$ cat src/rtl/core/tsef_pkg.sv
// Shared types, constants and arithmetic helpers for the thresholded Sobel edge filter.
package tsef_pkg;

	localparam int unsigned MAX_WIDTH_DEF  = 1024;
	localparam int unsigned MAX_HEIGHT_DEF = 4096;
	localparam int unsigned QUEUE_DEPTH    = 4;

	localparam logic [1:0] REG_THRESH = 2'd0;
	localparam logic [1:0] REG_WIDTH  = 2'd1;
	localparam logic [1:0] REG_HEIGHT = 2'd2;

	localparam logic [7:0]  THRESH_RST = 8'd150;
	localparam logic [10:0] WIDTH_RST  = 11'd256;
	localparam logic [12:0] HEIGHT_RST = 13'd256;

	// kernel term magnitudes: 255*1/8 and 255*2/8, truncated
	localparam logic signed [7:0] TERM_W1 = 8'sd31;
	localparam logic signed [7:0] TERM_W2 = 8'sd63;

	localparam int unsigned SQRT_STEPS = 8;

	typedef struct packed {
		logic [7:0]  thresh;
		logic [10:0] width;
		logic [12:0] height;
	} tsef_cfg_t;

	typedef struct packed {
		logic [9:0]  col;
		logic [11:0] row;
		logic        fend;
	} tsef_pos_t;

	// window bits: [2:0] left column, [5:3] centre, [8:6] right; bit 0 of each is the top row
	typedef struct packed {
		logic [8:0] win;
		tsef_pos_t  pos;
	} tsef_word_t;

	function automatic logic signed [7:0] grad_x(input logic [8:0] win);
		logic signed [7:0] g;
		g = 8'sd0;
		if (win[2]) g = g + TERM_W1;
		if (win[0]) g = g - TERM_W1;
		if (win[5]) g = g + TERM_W2;
		if (win[3]) g = g - TERM_W2;
		if (win[8]) g = g + TERM_W1;
		if (win[6]) g = g - TERM_W1;
		return g;
	endfunction

	function automatic logic signed [7:0] grad_y(input logic [8:0] win);
		logic signed [7:0] g;
		g = 8'sd0;
		if (win[0]) g = g + TERM_W1;
		if (win[6]) g = g - TERM_W1;
		if (win[1]) g = g + TERM_W2;
		if (win[7]) g = g - TERM_W2;
		if (win[2]) g = g + TERM_W1;
		if (win[8]) g = g - TERM_W1;
		return g;
	endfunction

	// gx^2 + gy^2, at most 2*125^2
	function automatic logic [14:0] mag_sq(input logic [8:0] win);
		logic signed [7:0]  gx;
		logic signed [7:0]  gy;
		logic signed [15:0] px;
		logic signed [15:0] py;
		gx = grad_x(win);
		gy = grad_y(win);
		px = gx * gx;
		py = gy * gy;
		return 15'(px[14:0] + py[14:0]);
	endfunction

	// one digit of floor(sqrt(s))
	function automatic logic [7:0] sqrt_bit(input logic [14:0] s, input logic [7:0] root,
		input logic [7:0] mask);
		logic [7:0]  trial;
		logic [15:0] sq;
		trial = root | mask;
		sq = 16'(trial) * 16'(trial);
		return ({1'b0, s} >= sq) ? trial : root;
	endfunction

endpackage

$ cat src/rtl/core/tsef_front.sv
// Front end: position tracking, binarization, line store and window, border classification.
module tsef_front import tsef_pkg::*; #(
	parameter int unsigned MAX_WIDTH  = MAX_WIDTH_DEF,
	parameter int unsigned MAX_HEIGHT = MAX_HEIGHT_DEF
) (
	input  logic       clk,
	input  logic       arst_n,
	input  tsef_cfg_t  cfg,
	input  logic [7:0] pixel,
	input  logic       frame_start,
	input  logic       push,
	output logic       full,
	input  logic       q_full,
	output logic       q_push,
	output tsef_word_t q_word
);

	localparam int unsigned CW = $clog2(MAX_WIDTH);
	localparam int unsigned WW = $clog2(MAX_WIDTH + 1);
	localparam int unsigned EW = (WW > 11) ? WW : 11;
	localparam int unsigned RW = $clog2(MAX_HEIGHT);
	localparam int unsigned HW = $clog2(MAX_HEIGHT + 1);
	localparam int unsigned EH = (HW > 13) ? HW : 13;

	logic [EW-1:0] w_ext;
	logic [EH-1:0] h_ext;
	logic [WW-1:0] w_eff;
	logic [HW-1:0] h_eff;

	logic [CW-1:0] col_q;
	logic [RW-1:0] row_q;
	logic [CW-1:0] cur_c;
	logic [RW-1:0] cur_r;
	logic [WW-1:0] c_ext;
	logic [HW-1:0] r_ext;
	logic [WW-1:0] c_inc;
	logic [HW-1:0] r_inc;

	logic          acc;
	logic          emit;
	logic          border;
	logic          fend;
	logic          bin;

	logic          v_s1;
	logic [CW-1:0] idx_s1;
	logic          bin_s1;
	logic          emit_s1;
	logic          border_s1;
	tsef_pos_t     pos_s1;
	logic          s1_move;

	logic [1:0]    lmem_q [MAX_WIDTH];
	logic [1:0]    rd_q;
	logic          fwd_q;
	logic [1:0]    fwd_d_q;
	logic [1:0]    rd_eff;
	logic [1:0]    wr_d;
	logic [5:0]    win_q;
	logic [8:0]    win9;

	logic          clr_q;
	logic [CW-1:0] clr_cnt_q;
	logic          mem_we;
	logic [CW-1:0] mem_wa;
	logic [1:0]    mem_wd;

	always_comb begin
		w_ext = EW'(cfg.width);
		if (w_ext < EW'(3)) begin
			w_ext = EW'(3);
		end else if (w_ext > EW'(MAX_WIDTH)) begin
			w_ext = EW'(MAX_WIDTH);
		end
		h_ext = EH'(cfg.height);
		if (h_ext < EH'(3)) begin
			h_ext = EH'(3);
		end else if (h_ext > EH'(MAX_HEIGHT)) begin
			h_ext = EH'(MAX_HEIGHT);
		end
	end

	assign w_eff = w_ext[WW-1:0];
	assign h_eff = h_ext[HW-1:0];

	assign cur_c = frame_start ? '0 : col_q;
	assign cur_r = frame_start ? '0 : row_q;
	assign c_ext = WW'(cur_c);
	assign r_ext = HW'(cur_r);
	assign c_inc = c_ext + WW'(1);
	assign r_inc = r_ext + HW'(1);

	assign bin    = pixel > cfg.thresh;
	assign emit   = (cur_c != '0) && (cur_r != '0) && (c_ext < w_eff) && (r_ext < h_eff);
	assign border = (cur_c == CW'(1)) || (cur_r == RW'(1));
	assign fend   = (c_ext == w_eff - WW'(1)) && (r_ext == h_eff - HW'(1));

	assign s1_move = v_s1 && (!emit_s1 || !q_full);
	assign full    = clr_q || (v_s1 && !s1_move);
	assign acc     = push && !full;

	// stored pair is {middle, upper}
	assign rd_eff = fwd_q ? fwd_d_q : rd_q;
	assign wr_d   = {bin_s1, rd_eff[1]};
	assign win9   = {bin_s1, rd_eff[1], rd_eff[0], win_q};

	assign q_push     = s1_move && emit_s1;
	assign q_word.win = border_s1 ? '0 : win9;
	assign q_word.pos = pos_s1;

	assign mem_we = clr_q || s1_move;
	assign mem_wa = clr_q ? clr_cnt_q : idx_s1;
	assign mem_wd = clr_q ? 2'b00 : wr_d;

	always_ff @(posedge clk) begin
		if (mem_we) begin
			lmem_q[mem_wa] <= mem_wd;
		end
		if (acc) begin
			rd_q      <= lmem_q[cur_c];
			fwd_d_q   <= wr_d;
			idx_s1    <= cur_c;
			bin_s1    <= bin;
			emit_s1   <= emit;
			border_s1 <= border;
			pos_s1    <= '{col: 10'(cur_c - CW'(1)), row: 12'(cur_r - RW'(1)), fend: fend};
		end
	end

	always_ff @(posedge clk or negedge arst_n) begin
		if (!arst_n) begin
			clr_q     <= 1'b1;
			clr_cnt_q <= '0;
			col_q     <= '0;
			row_q     <= '0;
			v_s1      <= 1'b0;
			fwd_q     <= 1'b0;
			win_q     <= '0;
		end else begin
			if (clr_q) begin
				clr_cnt_q <= clr_cnt_q + CW'(1);
				if (clr_cnt_q == CW'(MAX_WIDTH - 1)) begin
					clr_q <= 1'b0;
				end
			end
			if (s1_move) begin
				win_q <= win9[8:3];
			end
			if (acc) begin
				v_s1  <= 1'b1;
				fwd_q <= s1_move && (cur_c == idx_s1);
				if (c_inc >= w_eff) begin
					col_q <= '0;
					row_q <= (r_inc >= h_eff) ? '0 : r_inc[RW-1:0];
				end else begin
					col_q <= c_inc[CW-1:0];
					row_q <= cur_r;
				end
			end else if (s1_move) begin
				v_s1 <= 1'b0;
			end
		end
	end

endmodule

$ cat src/rtl/core/tsef_queue.sv
// Short word queue between the front end and the magnitude pipeline.
module tsef_queue import tsef_pkg::*; (
	input  logic       clk,
	input  logic       arst_n,
	input  logic       push,
	input  tsef_word_t wdata,
	output logic       full,
	input  logic       pop,
	output tsef_word_t rdata,
	output logic       empty
);

	localparam int unsigned AW = $clog2(QUEUE_DEPTH);

	tsef_word_t    mem_q [QUEUE_DEPTH];
	logic [AW-1:0] wp_q;
	logic [AW-1:0] rp_q;
	logic [AW:0]   cnt_q;
	logic          do_push;
	logic          do_pop;

	assign full    = cnt_q == (AW + 1)'(QUEUE_DEPTH);
	assign empty   = cnt_q == '0;
	assign do_push = push && !full;
	assign do_pop  = pop && !empty;
	assign rdata   = mem_q[rp_q];

	always_ff @(posedge clk) begin
		if (do_push) begin
			mem_q[wp_q] <= wdata;
		end
	end

	always_ff @(posedge clk or negedge arst_n) begin
		if (!arst_n) begin
			wp_q  <= '0;
			rp_q  <= '0;
			cnt_q <= '0;
		end else begin
			if (do_push) begin
				wp_q <= (wp_q == AW'(QUEUE_DEPTH - 1)) ? '0 : wp_q + AW'(1);
			end
			if (do_pop) begin
				rp_q <= (rp_q == AW'(QUEUE_DEPTH - 1)) ? '0 : rp_q + AW'(1);
			end
			if (do_push && !do_pop) begin
				cnt_q <= cnt_q + (AW + 1)'(1);
			end else if (do_pop && !do_push) begin
				cnt_q <= cnt_q - (AW + 1)'(1);
			end
		end
	end

endmodule

$ cat src/rtl/core/tsef_back.sv
// Back end: gradient energy and a one-digit-per-stage square root pipeline.
module tsef_back import tsef_pkg::*; (
	input  logic        clk,
	input  logic        arst_n,
	input  logic        q_empty,
	input  tsef_word_t  q_word,
	output logic        q_pop,
	output logic [7:0]  edge_res,
	output logic [9:0]  out_col,
	output logic [11:0] out_row,
	output logic        frame_end,
	output logic        empty,
	input  logic        pop
);

	logic        v_s    [0:SQRT_STEPS];
	logic [14:0] sum_s  [0:SQRT_STEPS-1];
	logic [7:0]  root_s [1:SQRT_STEPS];
	tsef_pos_t   pos_s  [0:SQRT_STEPS];
	logic        adv;

	assign adv       = !v_s[SQRT_STEPS] || pop;
	assign q_pop     = adv && !q_empty;
	assign empty     = !v_s[SQRT_STEPS];
	assign edge_res  = root_s[SQRT_STEPS];
	assign out_col   = pos_s[SQRT_STEPS].col;
	assign out_row   = pos_s[SQRT_STEPS].row;
	assign frame_end = pos_s[SQRT_STEPS].fend;

	always_ff @(posedge clk) begin
		if (adv) begin
			sum_s[0] <= mag_sq(q_word.win);
			pos_s[0] <= q_word.pos;
			root_s[1] <= sqrt_bit(sum_s[0], 8'd0, 8'h80);
			for (int k = 1; k < SQRT_STEPS; k++) begin
				sum_s[k] <= sum_s[k-1];
			end
			for (int k = 2; k <= SQRT_STEPS; k++) begin
				root_s[k] <= sqrt_bit(sum_s[k-1], root_s[k-1], 8'(8'h80 >> (k - 1)));
			end
			for (int k = 1; k <= SQRT_STEPS; k++) begin
				pos_s[k] <= pos_s[k-1];
			end
		end
	end

	always_ff @(posedge clk or negedge arst_n) begin
		if (!arst_n) begin
			for (int k = 0; k <= SQRT_STEPS; k++) begin
				v_s[k] <= 1'b0;
			end
		end else if (adv) begin
			v_s[0] <= !q_empty;
			for (int k = 1; k <= SQRT_STEPS; k++) begin
				v_s[k] <= v_s[k-1];
			end
		end
	end

endmodule

$ cat src/rtl/core/threshold_sobel_edge_filter_core.sv
// Top level of the thresholded Sobel edge filter: register port, front end, queue, back end.
// Takes one pixel per clock in raster order and sustains one pixel per clock while full is
// low; the line store is a single-port-write memory read once per pixel with a write-to-read
// bypass, so the front end never stalls on it. A result passes one front stage, the queue,
// the energy stage and eight square-root stages. Each pixel at column c, row r with
// c, r >= 1 produces the word for centre (c-1, r-1); the last row and column are not
// produced. After reset the line store is cleared one entry at a time, during which full is
// high; register writes are taken throughout. A held result freezes the back pipeline and a
// four-word queue absorbs the front end's output before full rises.
module threshold_sobel_edge_filter_core import tsef_pkg::*; #(
	parameter int unsigned MAX_WIDTH  = MAX_WIDTH_DEF,
	parameter int unsigned MAX_HEIGHT = MAX_HEIGHT_DEF
) (
	input  logic        clk,
	input  logic        arst_n,
	input  logic        psel,
	input  logic        penable,
	input  logic        pwrite,
	input  logic [3:0]  paddr,
	input  logic [31:0] pwdata,
	output logic [31:0] prdata,
	output logic        pready,
	input  logic [7:0]  pixel,
	input  logic        frame_start,
	input  logic        push,
	output logic        full,
	output logic [7:0]  edge_res,
	output logic [9:0]  out_col,
	output logic [11:0] out_row,
	output logic        frame_end,
	output logic        empty,
	input  logic        pop
);

	tsef_cfg_t  cfg_q;
	logic       cfg_wr;
	logic [1:0] reg_idx;
	logic       q_push;
	logic       q_full;
	logic       q_pop;
	logic       q_empty;
	tsef_word_t q_wdata;
	tsef_word_t q_rdata;

	assign pready  = 1'b1;
	assign reg_idx = paddr[3:2];
	assign cfg_wr  = psel && penable && pwrite && pready;

	always_comb begin
		unique case (reg_idx)
			REG_THRESH: prdata = 32'(cfg_q.thresh);
			REG_WIDTH:  prdata = 32'(cfg_q.width);
			REG_HEIGHT: prdata = 32'(cfg_q.height);
			default:    prdata = '0;
		endcase
	end

	always_ff @(posedge clk or negedge arst_n) begin
		if (!arst_n) begin
			cfg_q <= '{thresh: THRESH_RST, width: WIDTH_RST, height: HEIGHT_RST};
		end else if (cfg_wr) begin
			unique case (reg_idx)
				REG_THRESH: cfg_q.thresh <= pwdata[7:0];
				REG_WIDTH:  cfg_q.width  <= pwdata[10:0];
				REG_HEIGHT: cfg_q.height <= pwdata[12:0];
				default:    cfg_q        <= cfg_q;
			endcase
		end
	end

	tsef_front #(
		.MAX_WIDTH  (MAX_WIDTH),
		.MAX_HEIGHT (MAX_HEIGHT)
	) u_front (
		.clk         (clk),
		.arst_n      (arst_n),
		.cfg         (cfg_q),
		.pixel       (pixel),
		.frame_start (frame_start),
		.push        (push),
		.full        (full),
		.q_full      (q_full),
		.q_push      (q_push),
		.q_word      (q_wdata)
	);

	tsef_queue u_queue (
		.clk    (clk),
		.arst_n (arst_n),
		.push   (q_push),
		.wdata  (q_wdata),
		.full   (q_full),
		.pop    (q_pop),
		.rdata  (q_rdata),
		.empty  (q_empty)
	);

	tsef_back u_back (
		.clk       (clk),
		.arst_n    (arst_n),
		.q_empty   (q_empty),
		.q_word    (q_rdata),
		.q_pop     (q_pop),
		.edge_res  (edge_res),
		.out_col   (out_col),
		.out_row   (out_row),
		.frame_end (frame_end),
		.empty     (empty),
		.pop       (pop)
	);

	a_queue_no_overflow: assert property (@(posedge clk) disable iff (!arst_n)
		!(q_push && q_full))
		else $error("front end pushed into a full queue");

	a_queue_no_underflow: assert property (@(posedge clk) disable iff (!arst_n)
		!(q_pop && q_empty))
		else $error("back end popped an empty queue");

	a_stall_holds_result: assert property (@(posedge clk) disable iff (!arst_n)
		(!empty && !pop) |=> (!empty && $stable(edge_res) && $stable(out_col)
			&& $stable(out_row) && $stable(frame_end)))
		else $error("held result word changed");

endmodule

$ cat config.mk
export PLATFORM = sky130hd
export DESIGN_NAME = threshold_sobel_edge_filter_core
export DESIGN_NICKNAME = d
export VERILOG_FILES = /design/src/rtl/core/tsef_pkg.sv /design/src/rtl/core/tsef_front.sv /design/src/rtl/core/tsef_queue.sv /design/src/rtl/core/tsef_back.sv /design/src/rtl/core/threshold_sobel_edge_filter_core.sv
export SDC_FILE = /design/constraint.sdc
export NUM_CORES = 2
export LEC_CHECK = 0
export BUFFER_PORTS_ARGS = -buffer_cell sky130_fd_sc_hd__buf_4
export CORE_ASPECT_RATIO = 0.5
export CORE_MARGIN = 4
export CORE_UTILIZATION = 40
export CTS_BUF_LIST = sky130_fd_sc_hd__clkbuf_2 sky130_fd_sc_hd__clkbuf_4 sky130_fd_sc_hd__clkbuf_8
export DETAILED_ROUTE_END_ITERATION = 7
export PLACE_DENSITY = 0.51
export SLEW_MARGIN = 20
export SYNTH_ARGS = -nofsm -noshare
export SYNTH_HDL_FRONTEND = slang
export SYNTH_SLANG_ARGS = --single-unit
$ cat constraint.sdc
create_clock -name clk -period 40.7 [get_ports clk]
set_clock_uncertainty 0.2 [all_clocks]
set_input_delay 8.14 -clock clk [delete_from_list [all_inputs] [get_ports clk]]
set_output_delay 8.14 -clock clk [all_outputs]
set_load 0.02 [all_outputs]
Word level (Yosys, flattened, before mapping). Memories as Yosys holds them, arrays and structs flattened. A register that Yosys moved wholly into a read port is not among the register bits. Index checks and enable logic that the tools add are counted.

$add $sub $neg: 22. Multiply operators: 9. Magnitude comparators: 17. Eq/ne operators: 11. Multiplexer cells: 60. Reduce and logical (&&, ||, !) cells: 38.

Operator list (count): $mux 8 (23); $ge 15x16->1 (7); $mul 8x8->16 (7); $pmux 13 s3 (1); $mux 12 (3); $sub 8x6->8 const B (4); $mul 8x8->15 (2); $mux 10 (3); $mux 13 (2); $mux 11 (2); $add 8x6->8 const B (2); $add 8x7->8 const B (2); $logic_and 1x1->1 (16); $sub 8x7->8 const B (2); $add 15x15->15 (1); $ge 15x15->1 const B (1); $mux 5 (3); $add 12x1->13 const B (1); $eq 12x13->1 (1); $ge 13x13->1 (1); $gt 13x13->1 const B (1); $lt 12x13->1 (1); $lt 13x2->1 const B (1); $sub 13x1->13 const B (1); other kinds (36) (69).

Flip-flop bits (word level): 127. RAM bits: 2567. Input port bits: 52. Memories: 5.

Memory list: u_front.lmem_q (depth 1024, width 2, rd ports 1, clocked after Yosys merged registers in 1, wr ports 1, RTL line tsef_front.sv:53) `logic [1:0] lmem_q [MAX_WIDTH];`; u_back.pos_s (depth 9, width 23, rd ports 9, clocked after Yosys merged registers in 0, wr ports 9, RTL line tsef_back.sv:19) `tsef_pos_t pos_s [0:SQRT_STEPS];`; u_queue.mem_q (depth 4, width 32, rd ports 1, clocked after Yosys merged registers in 0, wr ports 1, RTL line tsef_queue.sv:15) `tsef_word_t mem_q [QUEUE_DEPTH];`; u_back.sum_s (depth 8, width 15, rd ports 8, clocked after Yosys merged registers in 0, wr ports 8, RTL line tsef_back.sv:17) `logic [14:0] sum_s [0:SQRT_STEPS-1];`; u_back.root_s (depth 8, width 8, rd ports 8, clocked after Yosys merged registers in 0, wr ports 8, RTL line tsef_back.sv:18) `logic [7:0] root_s [1:SQRT_STEPS];`.

Depth between registers and ports, before layout.
Depth in word-level cells: 20. Mapped depth: 43. Depth with buffers taken out: 40.

Modules after synthesis. From an unflattened synthesis, not the netlist that was laid out.

Cells, all modules: 9052. Area, all modules: 120664.5 um^2.

By module, submodules not included: tsef_front (instances 1, cells an instance 7120, area each 91977.0 um^2); tsef_back (instances 1, cells an instance 1601, area each 21959.8 um^2); tsef_queue (instances 1, cells an instance 205, area each 5084.9 um^2); threshold_sobel_edge_filter_core (instances 1, cells an instance 126, area each 1642.8 um^2).

Least setup slack after synthesis. No wires, ideal clock.

Path type: register to register. Start: register u_front.clr_q. End: memory u_front.lmem_q[0][1] (data pin). Data arrival time: 25708 ps. Path slack: 9579 ps. Stages on the path, launching flop included: 5. Buffers on the path: 3. Cell sequence: dfstp_2 -> buf_1 -> clkbuf_1 -> buf_1 -> nor2b_1.

Longest elaborated chain between the ends: 1.

RTL lines: from (decl) (RTL line tsef_front.sv:62) `logic clr_q;`; from (signal assigned) (RTL line tsef_front.sv:132) `clr_q <= 1'b1;`; from (signal assigned) (RTL line tsef_front.sv:143) `clr_q <= 1'b0;`; $mux 2 (RTL line tsef_front.sv:113) `assign mem_wd = clr_q ? 2'b00 : wr_d;`; via u_front.mem_wd[1] (RTL line tsef_front.sv:66) `logic [1:0] mem_wd;`; to (decl) (RTL line tsef_front.sv:53).

The timed path passes the listed nets, and every way through them passes these cells.

Worst setup path in the final report.
Start: input paddr[2]. End: output prdata[2].

Longest elaborated chain between the ends: 2. Elaborated cells between the ends (all ways): 4. Those cells by class: eq/ne: 2; mux: 1; reduce/logical: 1.

RTL lines: from (decl) (RTL line threshold_sobel_edge_filter_core.sv:19) `input logic [3:0] paddr,`; $eq 2x2->1 (tied with other cells) (RTL line threshold_sobel_edge_filter_core.sv:50) `unique case (reg_idx)`; $pmux 13 s3 * (RTL line threshold_sobel_edge_filter_core.sv:50); to (decl) (RTL line threshold_sobel_edge_filter_core.sv:21) `output logic [31:0] prdata,`.

Mark *: on every way between the ends. The rest lies on a longest branch, timed or not.

==> results_tabular.tex <==
\begin{tabular}{lr}
\hline
Metric & Value \\
\hline
\multicolumn{2}{l}{\textbf{Status}} \\
Result of the run & finished clean \\
\multicolumn{2}{l}{\textbf{Route}} \\
Remaining number of nets flagged by the antenna check after routing & 0 \\
Overall via count from detail\_route & 74770 \\
Routed wire length & 357.0 mm \\
Detailed-route DRC error count & 0 \\
Via-per-instance ratio & 5.613 \\
Routed wire per std cell & 26.80 um \\
Number of search-and-repair iterations in the first detailed-routing pass & 8 \\
Count of routing violations after the opening detailed-route iteration & 8300 \\
\multicolumn{2}{l}{\textbf{Timing}} \\
RSZ-0062 raised after global routing & no \\
Tightest Pin Transition & 1274 ps \\
Final sum of negative setup slack & 0 ps \\
Post-route setup slack & 22970 ps \\
Hold Slack & 204.4 ps \\
Post-route minimum period & 17730 ps \\
Final-report hold violation count & 0 \\
Fmax & 56.42 MHz \\
Ratio of final minimum period to clock period & 43.55\% \\
Max Transition Viols Final & 0 \\
Relative slew slack & 15.07\% \\
Final setup violation count & 0 \\
\multicolumn{2}{l}{\textbf{Global route}} \\
Pin count of the biggest net entering global routing & 213 \\
Global-route wire length before repair & 512.8 mm \\
Number of antenna violations at the first check in global routing & 23 \\
Overall overflow remaining after global route & 0 \\
Global router's overall resource usage & 22.54\% \\
Number of global-route vias before repair & 74260 \\
\multicolumn{2}{l}{\textbf{Place}} \\
Post-placement setup slack & 22980 ps \\
IO Port Bufs & 76 \\
Post-DP HPWL & 201.2 mm \\
Placer's final routability congestion estimate & 0.8147 \\
Area after detailed placement & 0.1245 sq mm \\
\multicolumn{2}{l}{\textbf{Worst setup path}} \\
Worst endpoint data arrival time & 9390 ps \\
Critical path launch point type & primary input \\
WP data required & 32360 ps \\
Type of destination of the critical path & output pin \\
Category of the most critical setup path & primary input to output pin \\
Worst-path maximum fanout & 13 \\
\multicolumn{2}{l}{\textbf{Synthesis}} \\
Post-synthesis share of cell area spent on xor and xnor gates & 1.465\% \\
Most common cell in the netlist & edfxtp\_1 \\
Avg Cell Area, Syn & 13.28 sq um \\
Ranking of synthesized cells by area & edfxtp\_1 (65\%), nor2\_1 (4.3\%), ha\_1 (3.0\%), mux2i\_1 (2.8\%), fa\_1 (2.7\%) \\
Total standard cell area after synthesis & 0.1196 sq mm \\
Number of unique standard cell types used by synthesis & 93 \\
Combinational family with the most area after synthesis & simple AND/OR/NAND/NOR gates \\
Simple-gate portion of the synthesized area & 9.189\% \\
Number of enable flip-flop cells after synthesis & 2575 \\
Total of flip-flops plus latches after synthesis & 2664 \\
Post-synthesis sequential area ratio & 66.51\% \\
Gate count of the mapped netlist & 9011 \\
Top-area cell type share of the netlist area & 64.64\% \\
Mux contribution to synthesized area & 5.233\% \\
Most used standard cells in the synthesized netlist & edfxtp\_1 (2575), nor2\_1 (1365), nand2\_1 (724) \\
Compound-gate portion of the synthesized area & 8.590\% \\
Yosys Warn Count & 0 \\
Fraction of registers with async set or reset after synthesis & 3.341\% \\
Post-synthesis cell type with the largest combined area & edfxtp\_1 \\
Main synth FF type & edfxtp\_1 \\
Adder-cell share of the synthesized area & 5.744\% \\
\multicolumn{2}{l}{\textbf{Final layout}} \\
Synthesis-to-layout area growth & 10.56\% \\
Number of fill cells in the layout & 27220 \\
NumNets Final & 9566 \\
Layout cells sized above 1 & 13.14\% \\
Post-route cell area & 0.1323 sq mm \\
\multicolumn{2}{l}{\textbf{Die}} \\
Die boundary width & 781.4 um \\
Core area & 0.2964 sq mm \\
IO Pins & 118 \\
Die Height & 394.7 um \\
Area of the die & 0.3084 sq mm \\
Initial Util & 40.36\% \\
Site row count & 141 \\
\multicolumn{2}{l}{\textbf{CTS}} \\
Clk Tree Root Cell & clkbuf\_8 \\
\# clock sinks & 2664 \\
Clock transition at path regs & 80 ps \\
TritonCTS clock tree & built \\
Number of cells upsized or downsized after cts & 0 \\
Clock latency at the later pin of the worst-skew pair & 1070 ps \\
Hold buffers post-CTS & 0 \\
Count of buffers added by post-CTS timing repair for setup & 0 \\
Maximum buffer depth of the clock tree & 4 \\
CTS buffer count & 400 \\
H-tree level count & 5 \\
\multicolumn{2}{l}{\textbf{Job}} \\
Maxcap violations & 0 \\
\multicolumn{2}{l}{\textbf{Min path}} \\
Worst hold-check path type & flop to flop \\
\hline
\end{tabular}
==> cell type report <==
cell class	instances	area, sq um	area share (%)
antenna	5	12.51	0.009460
timing repair buffer	296	2376	1.796
inverter	292	1129	0.8533
sequential	2664	79570	60.16
multi-input combinational	5408	36520	27.61
tap	3932	4920	3.720
clock inverter	184	1144	0.8647
clock buffer	538	6591	4.984
==> cells by family (layout without fill, tap and decap cells) <==
family          count (synthesis)  count (layout)
buf+inv                       957            1310
xor+xnor                      192             192
compound gates               1589            1589
mux                           548             548
fa+ha+maj                     452             452
flops                        2664            2664
simple gates                 2607            2607
other cells                     2              25
==> registers in the layout (all words and copies together) (netlist names), 2 cells and up <==
| signal | cells |
|---|---|
| cfg_q | 32 |
| u_back.pos_s | 207 |
| u_back.root_s | 36 |
| u_back.sum_s | 120 |
| u_back.v_s | 9 |
| u_front.clr_cnt_q | 10 |
| u_front.col_q | 10 |
| u_front.fwd_d_q | 2 |
| u_front.idx_s1 | 10 |
| u_front.lmem_q | 2048 |
| u_front.q_word | 23 |
| u_front.rd_q | 2 |
| u_front.row_q | 12 |
| u_front.win_q | 6 |
| u_queue.cnt_q | 3 |
| u_queue.mem_q | 124 |
| u_queue.rp_q | 2 |
| u_queue.wp_q | 2 |
==> worst max-delay path: stages <==
cell	delay (ps)
buf_4	180
nor2b_1	620
nand2_1	100
o21ai_0	150
buf_4	200
==> path summary, 6_finish.rpt <==
check | startpoint | endpoint | slack [ps] | cells after the start
setup reg to reg | u_queue.rp_q[0]$_DFFE_PN0P_ | u_back.sum_s[0][14]$_DFFE_PN_ | 29740 | 35
hold reg to reg | u_back.sum_s[0][38]$_DFFE_PN_ | u_back.sum_s[0][53]$_DFFE_PN_ | 200 | 0
min in group asynchronous | arst_n | u_front.row_q[2]$_DFFE_PN0P_ | 6900 | 1
max in group asynchronous | arst_n | u_front.col_q[0]$_DFFE_PN0P_ | 32190 | 2
setup / recovery | paddr[2] | prdata[2] | 22970 | 5
hold / removal | u_back.sum_s[0][38]$_DFFE_PN_ | u_back.sum_s[0][53]$_DFFE_PN_ | 200 | 0
==> layout by cell type (no fill, tap or decap), types with 130 or more instances in the layout <==
master	instances
edfxtp_1	2575
nor2_1	1359
nand2_1	688
a21oi_1	470
clkbuf_8	408
mux2i_1	337
a211oi_1	290
ha_1	290
buf_4	283
inv_1	272
o21ai_0	259
nor2b_1	200
mux2_2	165
fa_1	162
xnor2_1	137
a31oi_1	130
clkbuf_4	130
==> metrics by stage <==
stage | instances | util (%)
floorplan | 9029 | -
global placement | 12590 | 42.01
detailed placement | 12590 | 42.01
CTS | 13310 | 44.62
global route | 13320 | 44.62
finish | 13320 | 44.62
==> metal layers <==
layer  vias to the layer above  global-route usage [%]  part of all wire [%]
li1                      33160                       -                     -
met4                         2                   6.196                   2.8
met1                     38180                   32.22                    44
met5                         -                       0                0.0036
met3                       566                   4.531                   8.2
met2                      2859                   35.05                    45
Power is left out: the tool's default activity adds up to more than one toggle a clock period on the data nets, which glitch-free logic cannot reach.
